**src/hdl/csbk_pkg.sv**
```systemverilog
// Shared types and constants for the control signalling block decoder.
package csbk_pkg;

	// Byte positions within one block
	localparam logic [3:0] CRC_BYTES = 4'd10;
	localparam logic [3:0] LAST_POS  = 4'd11;
	localparam int         STORE_DEPTH = 11;

	// CRC constants
	localparam logic [15:0] CRC_POLY = 16'h1021;
	localparam logic [15:0] CRC_MASK = 16'hA5A5;

	// Opcode registers
	localparam int         NUM_REGS = 5;
	localparam logic [2:0] REG_LIMIT = 3'd5;

	typedef enum logic [2:0] {
		REG_ACTIVATION  = 3'd0,
		REG_VOICE_REQ   = 3'd1,
		REG_VOICE_ANS   = 3'd2,
		REG_NEG_ACK     = 3'd3,
		REG_PREAMBLE    = 3'd4
	} reg_index_t;

	typedef enum logic [2:0] {
		STATUS_OK        = 3'd0,
		STATUS_CRC_ERR   = 3'd1,
		STATUS_PROTECT   = 3'd2,
		STATUS_FEATURE   = 3'd3,
		STATUS_UNKNOWN   = 3'd4
	} status_t;

	typedef enum logic [2:0] {
		KIND_ACTIVATION = 3'd0,
		KIND_VOICE_REQ  = 3'd1,
		KIND_VOICE_ANS  = 3'd2,
		KIND_NEG_ACK    = 3'd3,
		KIND_PREAMBLE   = 3'd4
	} kind_t;

	// One finished block as handed from the front to the back
	typedef struct packed {
		logic        crc_ok;
		logic [7:0]  byte0;
		logic        feature_nz;
		logic [7:0]  byte3;
		logic [23:0] dst_id;
		logic [23:0] src_id;
	} block_rec_t;

endpackage

```
**src/hdl/csbk_front.sv**
```systemverilog
// Front part: collects block bytes, runs the CRC and emits one record per block.
module csbk_front (
	input  logic                clk,
	input  logic                arst_n,
	input  logic                in_valid,
	output logic                in_ready,
	input  logic [7:0]          data_byte,
	input  logic                block_start,
	input  logic                push_ready,
	output logic                push_valid,
	output csbk_pkg::block_rec_t push_rec
);
	import csbk_pkg::*;

	logic [3:0]  count_q;
	logic [15:0] crc_q;
	logic [7:0]  store_q [STORE_DEPTH];

	logic [3:0]  pos;
	logic [15:0] crc_in;
	logic [15:0] crc_next;
	logic        accept;

	// Bytewise CRC-16 update, most significant bit first
	function automatic logic [15:0] crc_add_byte(input logic [15:0] crc, input logic [7:0] b);
		logic [15:0] c;
		c = crc ^ {b, 8'h00};
		for (int k = 0; k < 8; k++) begin
			if (c[15]) begin
				c = {c[14:0], 1'b0} ^ CRC_POLY;
			end else begin
				c = {c[14:0], 1'b0};
			end
		end
		return c;
	endfunction

	// Restart position and CRC on a block start
	assign pos      = block_start ? 4'd0 : count_q;
	assign crc_in   = block_start ? 16'h0000 : crc_q;
	assign crc_next = crc_add_byte(crc_in, data_byte);

	assign in_ready = push_ready;
	assign accept   = in_valid && in_ready;

	// Build the record on the last byte
	assign push_valid         = accept && (pos == LAST_POS);
	assign push_rec.crc_ok    = ((~crc_in ^ CRC_MASK) == {store_q[10], data_byte});
	assign push_rec.byte0     = store_q[0];
	assign push_rec.feature_nz = (store_q[1] != 8'h00);
	assign push_rec.byte3     = store_q[3];
	assign push_rec.dst_id    = {store_q[4], store_q[5], store_q[6]};
	assign push_rec.src_id    = {store_q[7], store_q[8], store_q[9]};

	// Advance count and CRC
	always_ff @(posedge clk or negedge arst_n) begin
		if (!arst_n) begin
			count_q <= 4'd0;
			crc_q   <= 16'h0000;
		end else if (accept) begin
			if (pos == LAST_POS) begin
				count_q <= 4'd0;
				crc_q   <= 16'h0000;
			end else begin
				count_q <= pos + 4'd1;
				if (pos < CRC_BYTES) begin
					crc_q <= crc_next;
				end
			end
		end
	end

	// Hold the block bytes
	always_ff @(posedge clk) begin
		for (int i = 0; i < STORE_DEPTH; i++) begin
			if (accept && (pos == 4'(i))) begin
				store_q[i] <= data_byte;
			end
		end
	end

endmodule

```
**src/hdl/csbk_fifo.sv**
```systemverilog
// Short queue of block records between the front and the back.
module csbk_fifo #(
	parameter int DEPTH = 2
) (
	input  logic                 clk,
	input  logic                 arst_n,
	input  logic                 push_valid,
	output logic                 push_ready,
	input  csbk_pkg::block_rec_t push_rec,
	output logic                 pop_valid,
	input  logic                 pop_ready,
	output csbk_pkg::block_rec_t pop_rec
);
	import csbk_pkg::*;

	localparam int PW = (DEPTH > 1) ? $clog2(DEPTH) : 1;
	localparam int CW = $clog2(DEPTH + 1);
	localparam logic [PW-1:0] PTR_LAST = PW'(DEPTH - 1);
	localparam logic [CW-1:0] CNT_FULL = CW'(DEPTH);

	block_rec_t    mem_q [DEPTH];
	logic [PW-1:0] wr_ptr_q;
	logic [PW-1:0] rd_ptr_q;
	logic [CW-1:0] count_q;
	logic          do_push;
	logic          do_pop;

	assign push_ready = (count_q != CNT_FULL);
	assign pop_valid  = (count_q != '0);
	assign pop_rec    = mem_q[rd_ptr_q];
	assign do_push    = push_valid && push_ready;
	assign do_pop     = pop_valid && pop_ready;

	// Advance pointers and fill count
	always_ff @(posedge clk or negedge arst_n) begin
		if (!arst_n) begin
			wr_ptr_q <= '0;
			rd_ptr_q <= '0;
			count_q  <= '0;
		end else begin
			if (do_push) begin
				wr_ptr_q <= (wr_ptr_q == PTR_LAST) ? '0 : wr_ptr_q + PW'(1);
			end
			if (do_pop) begin
				rd_ptr_q <= (rd_ptr_q == PTR_LAST) ? '0 : rd_ptr_q + PW'(1);
			end
			if (do_push && !do_pop) begin
				count_q <= count_q + CW'(1);
			end else if (do_pop && !do_push) begin
				count_q <= count_q - CW'(1);
			end
		end
	end

	// Store the pushed item
	always_ff @(posedge clk) begin
		if (do_push) begin
			mem_q[wr_ptr_q] <= push_rec;
		end
	end

endmodule

```
**src/hdl/csbk_back.sv**
```systemverilog
// Back part: holds the opcode registers, classifies a record and drives the result.
module csbk_back (
	input  logic                 clk,
	input  logic                 arst_n,
	input  logic                 cfg_valid,
	output logic                 cfg_ready,
	input  logic [2:0]           cfg_index,
	input  logic [5:0]           cfg_data,
	input  logic                 pop_valid,
	output logic                 pop_ready,
	input  csbk_pkg::block_rec_t pop_rec,
	output logic                 out_valid,
	input  logic                 out_ready,
	output logic [2:0]           status,
	output logic [2:0]           kind,
	output logic [5:0]           opcode,
	output logic                 last_blk,
	output logic [23:0]          dst_id,
	output logic [23:0]          src_id,
	output logic [7:0]           svc_options,
	output logic [7:0]           param_byte,
	output logic                 src_type,
	output logic [5:0]           svc_type,
	output logic                 more_data,
	output logic                 group_call
);
	import csbk_pkg::*;

	logic [5:0] opc_q [NUM_REGS];
	logic       out_valid_q;

	logic [2:0]  status_d;
	logic [2:0]  kind_d;
	logic [5:0]  opcode_d;
	logic        last_blk_d;
	logic [23:0] dst_id_d;
	logic [23:0] src_id_d;
	logic [7:0]  svc_opt_d;
	logic [7:0]  param_d;
	logic        src_type_d;
	logic [5:0]  svc_type_d;
	logic        more_data_d;
	logic        dst_group_d;
	logic        found;
	logic [2:0]  match_idx;
	logic [5:0]  op;
	logic        load;

	assign cfg_ready = 1'b1;
	assign out_valid = out_valid_q;
	assign load      = pop_valid && (!out_valid_q || out_ready);
	assign pop_ready = !out_valid_q || out_ready;
	assign op        = pop_rec.byte0[5:0];

	// Opcode registers
	always_ff @(posedge clk or negedge arst_n) begin
		if (!arst_n) begin
			opc_q[REG_ACTIVATION] <= 6'd56;
			opc_q[REG_VOICE_REQ]  <= 6'd4;
			opc_q[REG_VOICE_ANS]  <= 6'd5;
			opc_q[REG_NEG_ACK]    <= 6'd38;
			opc_q[REG_PREAMBLE]   <= 6'd61;
		end else if (cfg_valid && cfg_ready && (cfg_index < REG_LIMIT)) begin
			opc_q[cfg_index] <= cfg_data;
		end
	end

	// Find the lowest numbered register matching the opcode
	always_comb begin
		found     = 1'b0;
		match_idx = 3'd0;
		for (int i = NUM_REGS - 1; i >= 0; i--) begin
			if (opc_q[i] == op) begin
				found     = 1'b1;
				match_idx = 3'(i);
			end
		end
	end

	// Classify the record and pick the fields
	always_comb begin
		status_d    = STATUS_OK;
		kind_d      = KIND_ACTIVATION;
		opcode_d    = 6'd0;
		last_blk_d  = 1'b0;
		dst_id_d    = 24'd0;
		src_id_d    = 24'd0;
		svc_opt_d   = 8'd0;
		param_d     = 8'd0;
		src_type_d  = 1'b0;
		svc_type_d  = 6'd0;
		more_data_d = 1'b0;
		dst_group_d = 1'b0;
		if (!pop_rec.crc_ok) begin
			status_d = STATUS_CRC_ERR;
		end else begin
			opcode_d   = op;
			last_blk_d = pop_rec.byte0[7];
			if (pop_rec.byte0[6]) begin
				status_d = STATUS_PROTECT;
			end else if (pop_rec.feature_nz) begin
				status_d = STATUS_FEATURE;
			end else if (!found) begin
				status_d = STATUS_UNKNOWN;
			end else begin
				kind_d   = match_idx;
				dst_id_d = pop_rec.dst_id;
				src_id_d = pop_rec.src_id;
				case (match_idx)
					KIND_VOICE_REQ: begin
						svc_opt_d = pop_rec.byte3;
					end
					KIND_VOICE_ANS: begin
						svc_opt_d = pop_rec.byte3;
						param_d   = pop_rec.dst_id[23:16];
					end
					KIND_NEG_ACK: begin
						param_d    = pop_rec.dst_id[23:16];
						src_type_d = pop_rec.byte3[6];
						svc_type_d = pop_rec.byte3[5:0];
					end
					KIND_PREAMBLE: begin
						param_d     = pop_rec.dst_id[23:16];
						more_data_d = pop_rec.byte3[7];
						dst_group_d = pop_rec.byte3[6];
					end
					default: begin
					end
				endcase
			end
		end
	end

	// Output valid
	always_ff @(posedge clk or negedge arst_n) begin
		if (!arst_n) begin
			out_valid_q <= 1'b0;
		end else if (load) begin
			out_valid_q <= 1'b1;
		end else if (out_ready) begin
			out_valid_q <= 1'b0;
		end
	end

	// Output payload
	always_ff @(posedge clk) begin
		if (load) begin
			status      <= status_d;
			kind        <= kind_d;
			opcode      <= opcode_d;
			last_blk    <= last_blk_d;
			dst_id      <= dst_id_d;
			src_id      <= src_id_d;
			svc_options <= svc_opt_d;
			param_byte  <= param_d;
			src_type    <= src_type_d;
			svc_type    <= svc_type_d;
			more_data   <= more_data_d;
			group_call  <= dst_group_d;
		end
	end

endmodule

```
**src/hdl/dmr_csbk_block_decoder.sv**
```systemverilog
// Control signalling block decoder: one byte item per cycle while in_ready is high, one result per 12-byte block.
// The result is registered: the block's record passes through the record queue and then the output register.
// Throughput: one byte per cycle while the queue has room; the bytewise CRC update sets the byte path.
// The front stalls whenever the record queue is full.
// Reset: byte count and CRC clear, queue empties, opcode registers load 56, 4, 5, 38, 61.
module dmr_csbk_block_decoder #(
	parameter int FIFO_DEPTH = 2
) (
	input  logic        clk,
	input  logic        arst_n,
	input  logic        in_valid,
	output logic        in_ready,
	input  logic [7:0]  data_byte,
	input  logic        block_start,
	output logic        out_valid,
	input  logic        out_ready,
	output logic [2:0]  status,
	output logic [2:0]  kind,
	output logic [5:0]  opcode,
	output logic        last_blk,
	output logic [23:0] dst_id,
	output logic [23:0] src_id,
	output logic [7:0]  svc_options,
	output logic [7:0]  param_byte,
	output logic        src_type,
	output logic [5:0]  svc_type,
	output logic        more_data,
	output logic        group_call,
	input  logic        cfg_valid,
	output logic        cfg_ready,
	input  logic [2:0]  cfg_index,
	input  logic [5:0]  cfg_data
);
	import csbk_pkg::*;

	block_rec_t push_rec;
	block_rec_t pop_rec;
	logic       push_valid;
	logic       push_ready;
	logic       pop_valid;
	logic       pop_ready;

	csbk_front u_front (
		.clk         (clk),
		.arst_n      (arst_n),
		.in_valid    (in_valid),
		.in_ready    (in_ready),
		.data_byte   (data_byte),
		.block_start (block_start),
		.push_ready  (push_ready),
		.push_valid  (push_valid),
		.push_rec    (push_rec)
	);

	csbk_fifo #(
		.DEPTH (FIFO_DEPTH)
	) u_fifo (
		.clk        (clk),
		.arst_n     (arst_n),
		.push_valid (push_valid),
		.push_ready (push_ready),
		.push_rec   (push_rec),
		.pop_valid  (pop_valid),
		.pop_ready  (pop_ready),
		.pop_rec    (pop_rec)
	);

	csbk_back u_back (
		.clk         (clk),
		.arst_n      (arst_n),
		.cfg_valid   (cfg_valid),
		.cfg_ready   (cfg_ready),
		.cfg_index   (cfg_index),
		.cfg_data    (cfg_data),
		.pop_valid   (pop_valid),
		.pop_ready   (pop_ready),
		.pop_rec     (pop_rec),
		.out_valid   (out_valid),
		.out_ready   (out_ready),
		.status      (status),
		.kind        (kind),
		.opcode      (opcode),
		.last_blk    (last_blk),
		.dst_id      (dst_id),
		.src_id      (src_id),
		.svc_options (svc_options),
		.param_byte  (param_byte),
		.src_type    (src_type),
		.svc_type    (svc_type),
		.more_data   (more_data),
		.group_call  (group_call)
	);

endmodule
```
**config.mk**
```make
export PLATFORM = sky130hd
export DESIGN_NAME = dmr_csbk_block_decoder
export DESIGN_NICKNAME = d
export VERILOG_FILES = /design/src/hdl/csbk_pkg.sv /design/src/hdl/csbk_front.sv /design/src/hdl/csbk_fifo.sv /design/src/hdl/csbk_back.sv /design/src/hdl/dmr_csbk_block_decoder.sv
export SDC_FILE = /design/constraint.sdc
export NUM_CORES = 1
export LEC_CHECK = 0
export BUFFER_PORTS_ARGS = -buffer_cell sky130_fd_sc_hd__buf_2
export CORE_UTILIZATION = 60
export DETAILED_ROUTE_END_ITERATION = 10
export GPL_TIMING_DRIVEN = 0
export MAX_ROUTING_LAYER = met4
export PLACE_DENSITY = 0.8
export SLEW_MARGIN = 10
export SYNTH_ARGS = -nofsm -noshare
export SYNTH_HDL_FRONTEND = slang
export SYNTH_SLANG_ARGS = --single-unit
```
**constraint.sdc**
```tcl
create_clock -name clk -period 11.3 [get_ports clk]
set_input_delay 1.695 -clock clk [delete_from_list [all_inputs] [get_ports clk]]
set_output_delay 1.695 -clock clk [all_outputs]
set_load 0.01 [all_outputs]
```
==> results.sh, run 1 <==
export IMPL_status="completed"
export IMPL_layout_nets=1023
export IMPL_finalPower_w=0.003669
export IMPL_wirelength_um=25080
export IMPL_synth_area_leader_cell="edfxtp_1"
export IMPL_fillCellCount=1466
export IMPL_mostFrequentLayoutCells="298 x edfxtp_1, 112 x buf_2, 55 x xnor2_1"
export IMPL_overflow=0
export IMPL_cts_inserted_buffers=35
export IMPL_place_hpwl_um=16030
export IMPL_min_period_ns=4.531
export IMPL_multi_input_area_um2=3481
export IMPL_rsz0062_at_grt="no"
export IMPL_fmax_mhz=220.7
export IMPL_synth_area_leaders="edfxtp_1 64%, dfrtp_1 7.3%, mux2i_1 3.6%"
export IMPL_cts_sinks=353
export IMPL_utilization=0.7122
export IMPL_slowest_delay_ns=0.49
export IMPL_hold_class="flip-flop to flip-flop"
export IMPL_wl_per_cell_um=18.86
export IMPL_root_buffer="clkbuf_16"
export IMPL_routed_via_density=5.511
export IMPL_synth_edf_count=298
export IMPL_async_flop_share=0.1558
export IMPL_p_sw_w=0.001017
export IMPL_power_frac_seq=0.473
export IMPL_critPathCapture="u_front.crc_q[14]$_DFFE_PN0P_"
export IMPL_setup_viol=0
export IMPL_crit_path_start_kind="primary input"
export IMPL_io_pins=112
export IMPL_clk_latency_ns=0.50
export IMPL_cts_buffer_depth=3
export IMPL_synth_seq_cells=353
export IMPL_num_rows=55
export IMPL_synth_simple_area_share=0.06466
export IMPL_grt_util_all_layers=0.2228
export IMPL_r2r_end="u_back.dst_id[2]$_SDFFCE_PP0P_"
export IMPL_synth_compound_area_frac=0.05896
export IMPL_vias=7330
export IMPL_hold_buffers=0
export IMPL_synth_warnings=0
export IMPL_yosysUniqueCellTypes=50
export IMPL_ir_drop_mv=0.1889
export IMPL_clock_power_share=0.305
export IMPL_ctsResizeCount=0
export IMPL_drive_above_1_share=0.2773
export IMPL_finClkSkew_ns=0.008698
export IMPL_p_int_w=0.002652
export IMPL_io_buffers=110
export IMPL_maxSlewViolCount=0
export IMPL_synth_adder_area_share=0.004447
export IMPL_place_area_um2=15160
export IMPL_final_setup_tns_ns=0
export IMPL_syn_area_um2=14070
export IMPL_num_antenna_cells=0
export IMPL_endpoint_kind="flip-flop"
export IMPL_syn2layout_area_growth_pct=15.65
export IMPL_post_route_period_util=0.4010
export IMPL_crit_chain="buf_2, clkbuf_1, clkbuf_1, clkbuf_1, nand2b_1, inv_1, ha_1, inv_1, a21oi_1, o21ai_1, clkbuf_1, nand2_1, o21ai_0"
export IMPL_syn_nets=870
export IMPL_worstRegToRegCells=9
export IMPL_cap_violations=0
export IMPL_yosys_most_used_dff="edfxtp_1"
export IMPL_start_util=0.6158
export IMPL_core_um2=22850
export IMPL_ys_seq_area_frac=0.7351
export IMPL_dieArea_um2=24060
export IMPL_grt_max_degree=60
export IMPL_cp_data_arrival_time_ns=4.94
export IMPL_mostFrequentLayoutCell="edfxtp_1"
export IMPL_crit_start="block_start"
export IMPL_cts_tree="built"
export IMPL_yosys_area_share_xor_xnor=0.04296
export IMPL_crit_path_top_delay_cell="o21ai_1"
export IMPL_ant_nets=0
export IMPL_synth_top_family_by_area="multiplexers"
export IMPL_combPwrFrac=0.222
export IMPL_drtIter0Drc=457
export IMPL_reg2reg_slack_ns=8.31
export IMPL_first_pass_iters=7
export IMPL_worst_setup_path_type="primary input to flip-flop"
export IMPL_gp_congestion=0.8433
export IMPL_hold_viol=0
export IMPL_cts_setup_buffers=0
export IMPL_final_area_um2=16270
export IMPL_hold_path_startpoint="u_front.store_q[6][1]$_DFFE_PP_"
export IMPL_whs_ns=0.4449
export IMPL_drc=0
export IMPL_p_leak_nw=5.737
export IMPL_rr_startpoint="u_fifo.rd_ptr_q$_DFFE_PN0P_"
export IMPL_yosysTopAreaCellShare=0.6361
export IMPL_path_max_fanout=10
export IMPL_worst_pin_slew_ns=0.9793
export IMPL_p_per_area_nw_per_um2=225.5
export IMPL_h_tree_depth=2
export IMPL_p_sw_frac=0.2771
export IMPL_synth_area_mux_share=0.07435
export IMPL_netlist_instances=842
export IMPL_cp_common_cell="clkbuf_1"
export IMPL_relSlewSlack=0.3457
export IMPL_dieWidth_um=155.1
export IMPL_grt_pass1_vias=7219
export IMPL_seqCellArea_um2=10340
export IMPL_grt_pass1_wl_um=38980
export IMPL_clkSlewWorstSetupHoldPaths_ns=0.06
export IMPL_syn_avg_cell_area_um2=16.71
export IMPL_antenna_found_initial=0
export IMPL_die_h_um=155.1
export IMPL_required_ns=11.71
==> cells by family (layout without fill, tap and decap cells) <==
logic type,Yosys count,in the layout
simple gates,171,171
flops,353,353
xor+xnor,69,69
other cells,1,1
fa+ha+maj,5,5
buf+inv,48,223
mux,94,94
compound gates,101,101
==> synthesized netlist by cell type, drive strengths merged (3+ instances only) <==
cell type,number
and3,4
o21ai,29
inv,10
xnor2,55
a211oi,40
mux2i,56
nor2b,10
nand2b,16
nand4b,4
a31oi,5
a21oi,13
nand3,6
nor4,9
nor3,6
nor3b,15
dfrtp,41
nand2,38
nor4b,5
edfxtp,298
o32ai,3
nor2,54
mux2,38
clkbuf,18
buf,20
dfstp,14
xor2,14
ha,5
==> layout make-up <==
type	count	share of cell area
Buffer	38	0.01430
Clock buffer	48	0.06067
Clock inverter	11	0.007690
Inverter	10	0.002461
Multi-Input combinational cell	441	0.2139
Sequential cell	353	0.6356
Tap cell	313	0.02407
Timing Repair Buffer	116	0.04122
==> worst min-delay path by stage <==
stage | slack, ns | cells past startpoint | end
6_report | 0.44 | 0 | u_fifo.mem_q[0][25]$_DFFE_PP_
5_1_grt | 0.45 | 0 | u_fifo.mem_q[1][44]$_DFFE_PP_
4_1_cts | 0.44 | 0 | u_fifo.mem_q[0][25]$_DFFE_PP_
3_5_place_dp | 0.43 | 0 | u_fifo.mem_q[0][5]$_DFFE_PP_
3_3_place_gp | 0.42 | 0 | u_fifo.mem_q[0][23]$_DFFE_PP_
2_1_floorplan | 0.42 | 0 | u_fifo.mem_q[0][0]$_DFFE_PP_
==> worst max-delay path, delay by kind of cell <==
family | cells | cell delay (ns)
AND/OR/NAND/NOR | 2 | 0.32
adder cells (fa/ha/maj) | 1 | 0.27
AO/OA/AOI/OAI | 3 | 0.67
buffers and inverters | 7 | 1.99
==> registers in the layout (all words and copies together) (netlist names), 2 cells and up <==
register            flops
u_back.dst_id          24
u_back.kind             3
u_back.opc_q           30
u_back.opcode           6
u_back.param_byte       8
u_back.src_id          24
u_back.status           3
u_back.svc_options      8
u_back.svc_type         6
u_fifo.count_q          2
u_fifo.mem_q          132
u_front.count_q         4
u_front.crc_q          16
u_front.store_q        80
==> power by group through the flow <==
| stage | registers [W] | clock network, W | logic, W |
|---|---|---|---|
| 2_1_floorplan | 0.00181 | 0 | 0.000512 |
| 3_3_place_gp | 0.00177 | 0 | 0.000782 |
| 3_5_place_dp | 0.00176 | 0 | 0.000815 |
| 4_1_cts | 0.00174 | 0.00114 | 0.000820 |
| 5_1_grt | 0.00176 | 0.00119 | 0.000885 |
| 6_report | 0.00174 | 0.00112 | 0.000813 |
==> per-stage QoR <==
step / std cells / worst slack, ns
after CTS: 1330 / 6.891
after floorplan: 842 / 5.224
final: 1330 / 6.769
after detailed placement: 1271 / 6.379
after global routing: 1330 / 6.591
after global placement: 1265 / 3.107
==> per-layer routing <==
| layer | wire [µm] | up-vias | GRT usage |
|---|---|---|---|
| met2 | 12340 | 221 | 0.3649 |
| met4 | 617 | 0 | 0.06836 |
| met5 | 0 | - | - |
| li1 | - | 3464 | - |
| met3 | 1367 | 49 | 0.03705 |
| met1 | 10750 | 3596 | 0.2884 |
(Power assumes the default switching activity.)
==> run 2: changes to the inputs <==
==> constraint.sdc (replaced) <==
create_clock -name clk -period 4.68 [get_ports clk]
set_input_delay 0.702 -clock clk [delete_from_list [all_inputs] [get_ports clk]]
set_output_delay 0.702 -clock clk [all_outputs]
set_load 0.01 [all_outputs]
==> results.sh, run 2 (synthesis gave the netlist of run 1 again) <==
export IMPL_dieWidth_um=155.1
export IMPL_rsz0062_at_grt="no"
export IMPL_maxSlewViolCount=0
export IMPL_grt_pass1_vias=7596
export IMPL_place_hpwl_um=16610
export IMPL_fin_ws_ns=1.000
export IMPL_root_buffer="clkbuf_16"
export IMPL_wirelength_um=26940
export IMPL_crit_start="block_start"
export IMPL_wl_per_cell_um=20.13
export IMPL_grt_util_all_layers=0.2387
export IMPL_drc=0
export IMPL_pre_cts_slack_ns=0.5959
export IMPL_worst_setup_path_type="primary input to flip-flop"
export IMPL_gr_usage_met2=0.3792
export IMPL_clock_power_share=0.324
export IMPL_grt_pass1_wl_um=41860
export IMPL_antenna_found_initial=0
export IMPL_syn2layout_area_growth_pct=16.62
export IMPL_cts_inserted_buffers=36
export IMPL_start_util=0.6158
export IMPL_dieArea_um2=24060
export IMPL_ctsResizeCount=0
export IMPL_hold_viol=0
export IMPL_ir_drop_mv=0.3285
export IMPL_min_period_ns=3.680
export IMPL_final_area_um2=16410
export IMPL_top_register="u_fifo.mem_q"
export IMPL_grt_busiest_layer="met2"
export IMPL_relSlewSlack=0.2196
export IMPL_crit_chain="buf_2, clkbuf_1, clkbuf_1, clkbuf_1, nand2b_1, inv_1, ha_1, inv_1, a21oi_1, o21ai_1, clkbuf_1, nand2_1, o21ai_0"
export IMPL_fillCellCount=1419
export IMPL_cap_violations=0
export IMPL_cp_data_arrival_time_ns=4.10
export IMPL_mostFrequentLayoutCells="298 x edfxtp_1, 113 x buf_2, 55 x xnor2_1"
export IMPL_cts_setup_buffers=0
export IMPL_crit_path_start_kind="primary input"
export IMPL_largest_register_ffs=132
export IMPL_grt_use_met3=0.03677
export IMPL_gr_usage_met1=0.3140
export IMPL_cts_sinks=353
export IMPL_layout_nets=1025
export IMPL_vias=7582
export IMPL_p_leak_nw=5.786
export IMPL_setup_viol=0
export IMPL_cp_common_cell="clkbuf_1"
export IMPL_overflow=0
export IMPL_place_area_um2=15170
export IMPL_endpoint_kind="flip-flop"
export IMPL_p_sw_w=0.002608
export IMPL_clk_latency_ns=0.53
export IMPL_crit_path_top_delay_cell="o21ai_1"
export IMPL_required_ns=5.10
export IMPL_mostFrequentLayoutCell="edfxtp_1"
export IMPL_status="completed"
export IMPL_drtIter0Drc=606
export IMPL_power_frac_seq=0.459
export IMPL_cts_tree="built"
export IMPL_first_pass_iters=6
export IMPL_p_int_w=0.006535
export IMPL_fmax_mhz=271.8
export IMPL_rr_startpoint="u_fifo.rd_ptr_q$_DFFE_PN0P_"
export IMPL_p_sw_frac=0.2853
export IMPL_num_antenna_cells=0
export IMPL_core_um2=22850
export IMPL_io_buffers=110
export IMPL_worst_pin_slew_ns=1.162
export IMPL_reg2reg_slack_ns=1.57
export IMPL_path_buf_inv=7
export IMPL_combPwrFrac=0.217
export IMPL_num_rows=55
export IMPL_clkSlewWorstSetupHoldPaths_ns=0.06
export IMPL_path_max_fanout=10
export IMPL_slowest_delay_ns=0.60
export IMPL_routed_via_density=5.667
export IMPL_top_regs="u_fifo.mem_q (132), u_front.store_q (80), u_back.opc_q (30)"
export IMPL_path_depth=13
export IMPL_hold_class="primary input to async pin"
export IMPL_critPathCapture="u_front.crc_q[14]$_DFFE_PN0P_"
export IMPL_h_tree_depth=2
export IMPL_die_h_um=155.1
export IMPL_p_per_area_nw_per_um2=557.3
export IMPL_cp_top_family="buffers and inverters"
export IMPL_worstRegToRegCells=9
export IMPL_hold_buffers=0
export IMPL_r2r_end="u_back.dst_id[2]$_SDFFCE_PP0P_"
export IMPL_post_route_period_util=0.7863
export IMPL_grt_max_degree=59
export IMPL_cts_buffer_depth=3
export IMPL_finClkSkew_ns=0.01907
export IMPL_drive_above_1_share=0.2859
export IMPL_gp_congestion=0.8251
export IMPL_ant_nets=0
export IMPL_io_pins=112
run 2: area by class of cell:
cell class              count  area, µm²  area share
multi-input cells         441       3481      0.2122
well taps                 313      391.6     0.02387
clock buffers              42      923.4     0.05628
inverters                  10      40.04    0.002440
flip-flops and latches    353      10340      0.6304
repair buffers            117      680.7     0.04149
plain buffers              38      232.7     0.01418
clock inverters            24      315.3     0.01922
run 2: power by group through the flow:
stage | sequential (W) | combinational [W] | clock, W
final | 0.00420 | 0.00198 | 0.00296
after global routing | 0.00425 | 0.00215 | 0.00311
after CTS | 0.00420 | 0.00200 | 0.00299
after detailed placement | 0.00425 | 0.00197 | 0
after global placement | 0.00426 | 0.00189 | 0
after floorplan | 0.00437 | 0.00124 | 0
run 2: routing by layer:
metal | part of all wire | routed length [µm]
met1 | 0.43 | 11450
met2 | 0.49 | 13070
met3 | 0.057 | 1536
met4 | 0.032 | 875
met5 | 0 | 0
run 2: worst min-delay path by stage:
stage / from / to / slack [ns] / depth (start not counted)
after floorplan: arst_n / u_back.opc_q[10]$_DFFE_PN0P_ / 0.41 / 0
after global placement: u_front.store_q[9][2]$_DFFE_PP_ / u_fifo.mem_q[0][2]$_DFFE_PP_ / 0.42 / 0
after detailed placement: u_front.store_q[9][0]$_DFFE_PP_ / u_fifo.mem_q[0][0]$_DFFE_PP_ / 0.43 / 0
after CTS: arst_n / u_front.crc_q[11]$_DFFE_PN0P_ / 0.16 / 1
after global routing: arst_n / u_front.crc_q[3]$_DFFE_PN0P_ / 0.18 / 1
final: arst_n / u_front.crc_q[14]$_DFFE_PN0P_ / 0.16 / 1
run 2: metrics by stage:
| stage | power (W) | hold WS [ns] | std cells | setup TNS, ns | utilization |
|---|---|---|---|---|---|
| finish | 0.009143 | 0.1584 | 1338 | 0 | 0.7181 |
| global route | 0.009507 | 0.1847 | 1338 | 0 | 0.7181 |
| CTS | 0.009185 | 0.1638 | 1338 | 0 | 0.7181 |
| detailed placement | 0.006225 | 0.4290 | 1272 | 0 | 0.6639 |
| global placement | 0.006155 | 0.4218 | 1265 | -86.64 | 0.6571 |
| floorplan | 0.005602 | 0.4064 | 842 | 0 | - |
==> run 3: changes to the inputs <==
--- a/config.mk
+++ b/config.mk
@@ -6,11 +6,11 @@
 export NUM_CORES = 1
 export LEC_CHECK = 0
 export BUFFER_PORTS_ARGS = -buffer_cell sky130_fd_sc_hd__buf_2
-export CORE_UTILIZATION = 60
+export CORE_UTILIZATION = 54
 export DETAILED_ROUTE_END_ITERATION = 10
 export GPL_TIMING_DRIVEN = 0
 export MAX_ROUTING_LAYER = met4
-export PLACE_DENSITY = 0.8
+export PLACE_DENSITY = 0.76
 export SLEW_MARGIN = 10
 export SYNTH_ARGS = -nofsm -noshare
 export SYNTH_HDL_FRONTEND = slang
==> constraint.sdc (replaced) <==
create_clock -name clk -period 3.3 [get_ports clk]
set_input_delay 0.495 -clock clk [delete_from_list [all_inputs] [get_ports clk]]
set_output_delay 0.495 -clock clk [all_outputs]
set_load 0.01 [all_outputs]
==> results.sh, run 3 (synthesis gave the netlist of run 1 again) <==
export IMPL_die_h_um=163.4
export IMPL_mostFrequentLayoutCell="edfxtp_1"
export IMPL_crit_path_top_delay_cell="nor4_1"
export IMPL_rr_startpoint="u_fifo.rd_ptr_q$_DFFE_PN0P_"
export IMPL_dieArea_um2=26700
export IMPL_clk_latency_ns=0.51
export IMPL_cts_buffer_depth=3
export IMPL_grt_pass1_wl_um=40750
export IMPL_clkSlewWorstSetupHoldPaths_ns=0.06
export IMPL_top_regs="u_fifo.mem_q (132), u_front.store_q (80), u_back.opc_q (30)"
export IMPL_crit_path_start_kind="flip-flop"
export IMPL_vias=7512
export IMPL_cts_setup_buffers=0
export IMPL_io_buffers=110
export IMPL_start_util=0.5539
export IMPL_cts_tree="built"
export IMPL_hold_class="primary input to async pin"
export IMPL_place_hpwl_um=16820
export IMPL_h_tree_depth=2
export IMPL_cap_violations=0
export IMPL_cp_common_cell="buf_6"
export IMPL_required_ns=3.55
export IMPL_mostFrequentLayoutCells="298 x edfxtp_1, 113 x buf_2, 55 x xnor2_1"
export IMPL_syn2layout_area_growth_pct=15.72
export IMPL_r2r_end="u_back.svc_options[7]$_SDFFCE_PP0P_"
export IMPL_cts_inserted_buffers=36
export IMPL_min_period_ns=3.009
export IMPL_grt_pass1_vias=7424
export IMPL_fin_ws_ns=0.2910
export IMPL_place_area_um2=15200
export IMPL_first_pass_iters=5
export IMPL_finalPower_w=0.01246
export IMPL_setup_viol=0
export IMPL_rsz0062_at_grt="no"
export IMPL_antenna_found_initial=0
export IMPL_wirelength_um=26450
export IMPL_gp_congestion=0.8440
export IMPL_grt_util_all_layers=0.2100
export IMPL_maxSlewViolCount=0
export IMPL_reg2reg_slack_ns=0.29
export IMPL_overflow=0
export IMPL_fmax_mhz=332.3
export IMPL_hold_buffers=0
export IMPL_ir_drop_mv=0.4590
export IMPL_finClkSkew_ns=0.01357
export IMPL_pre_cts_slack_ns=-0.4640
export IMPL_wl_per_cell_um=19.55
export IMPL_worst_setup_path_type="flip-flop to flip-flop"
export IMPL_io_pins=112
export IMPL_whs_ns=0.01874
export IMPL_largest_register_ffs=132
export IMPL_top_register="u_fifo.mem_q"
export IMPL_path_buf_inv=3
export IMPL_root_buffer="clkbuf_16"
export IMPL_routed_via_density=5.552
export IMPL_relSlewSlack=0.3309
export IMPL_status="completed"
export IMPL_drc=0
export IMPL_final_area_um2=16280
export IMPL_cp_data_arrival_time_ns=3.25
export IMPL_hold_viol=0
export IMPL_ant_nets=0
export IMPL_final_setup_tns_ns=0
export IMPL_layout_nets=1025
export IMPL_num_antenna_cells=0
export IMPL_drtIter0Drc=707
export IMPL_slowest_delay_ns=0.57
export IMPL_endpoint_kind="flip-flop"
export IMPL_core_um2=25400
export IMPL_crit_chain="buf_6, buf_6, mux2i_4, xnor2_1, nor4_1, a21oi_1, a21bo_2, clkbuf_1, nor2_1"
export IMPL_num_rows=58
export IMPL_worstRegToRegCells=9
export IMPL_worst_pin_slew_ns=0.9960
export IMPL_dieWidth_um=163.4
export IMPL_p_per_area_nw_per_um2=765.6
export IMPL_cts_sinks=353
export IMPL_cp_top_family="buffers and inverters"
export IMPL_post_route_period_util=0.9118
export IMPL_drive_above_1_share=0.2776
export IMPL_grt_max_degree=66
export IMPL_p_leak_nw=5.732
export IMPL_path_max_fanout=10
## run 3: cell count changes in the layout (fill, tap and decap cells not counted), moves of 3 or more
cell | previous run | this run
bufinv_16 | 6 | 1
clkinv_8 | 3 | 0
clkinvlp_4 | 4 | 0
clkbuf_1 | 24 | 29
clkinv_1 | 4 | 7
## run 3: timing repair
item | 4_1_cts | 5_1_grt
gates cloned | 0 | 0
gates resized for setup | 1 | 4
endpoints found under the setup margin | 10 | 10
## run 3: worst max path at each step
stage | startpoint | endpoint | slack [ns] | cells after the start
3_3_place_gp | block_start | u_fifo.mem_q[0][50]$_DFFE_PP_ | -0.89 | 9
6_report | u_fifo.rd_ptr_q$_DFFE_PN0P_ | u_back.svc_options[7]$_SDFFCE_PP0P_ | 0.29 | 9
4_1_cts | block_start | u_front.crc_q[0]$_DFFE_PN0P_ | 0.13 | 13
3_5_place_dp | block_start | u_front.crc_q[4]$_DFFE_PN0P_ | -0.46 | 13
2_1_floorplan | block_start | u_fifo.mem_q[0][0]$_DFFE_PP_ | 0.25 | 8
5_1_grt | u_fifo.rd_ptr_q$_DFFE_PN0P_ | u_back.svc_options[6]$_SDFFCE_PP0P_ | 0.08 | 9
## run 3: power by group
part	switching (W)	leakage [nW]	internal [W]
clock network	0.00156	0.521	0.00214
logic	0.00165	1.79	0.00116
registers	0.000343	3.42	0.00561
total	0.00355	5.73	0.00891
## run 3: metrics by stage
step	std cells	utilization
floorplan	842	-
global placement	1282	0.5922
detailed placement	1289	0.5986
CTS	1353	0.6408
global route	1353	0.6409
finish	1353	0.6409
## run 3: final cells by class
cell class                      instances  area, µm²
Multi-Input combinational cell        441       3485
Inverter                               10      40.04
Timing Repair Buffer                  117      695.7
Fill cell                            1789       9120
Buffer                                 38      235.2
Tap cell                              330      412.9
Clock buffer                           50      974.7
Clock inverter                         14      93.84
Sequential cell                       353      10340
## run 3: layer usage
metal,vias to the layer above,track usage,wire (µm)
li1,3489,-,-
met1,3771,0.2714,11260
met2,224,0.3475,13430
met3,28,0.03174,1367
met4,0,0.05692,390
met5,-,-,0
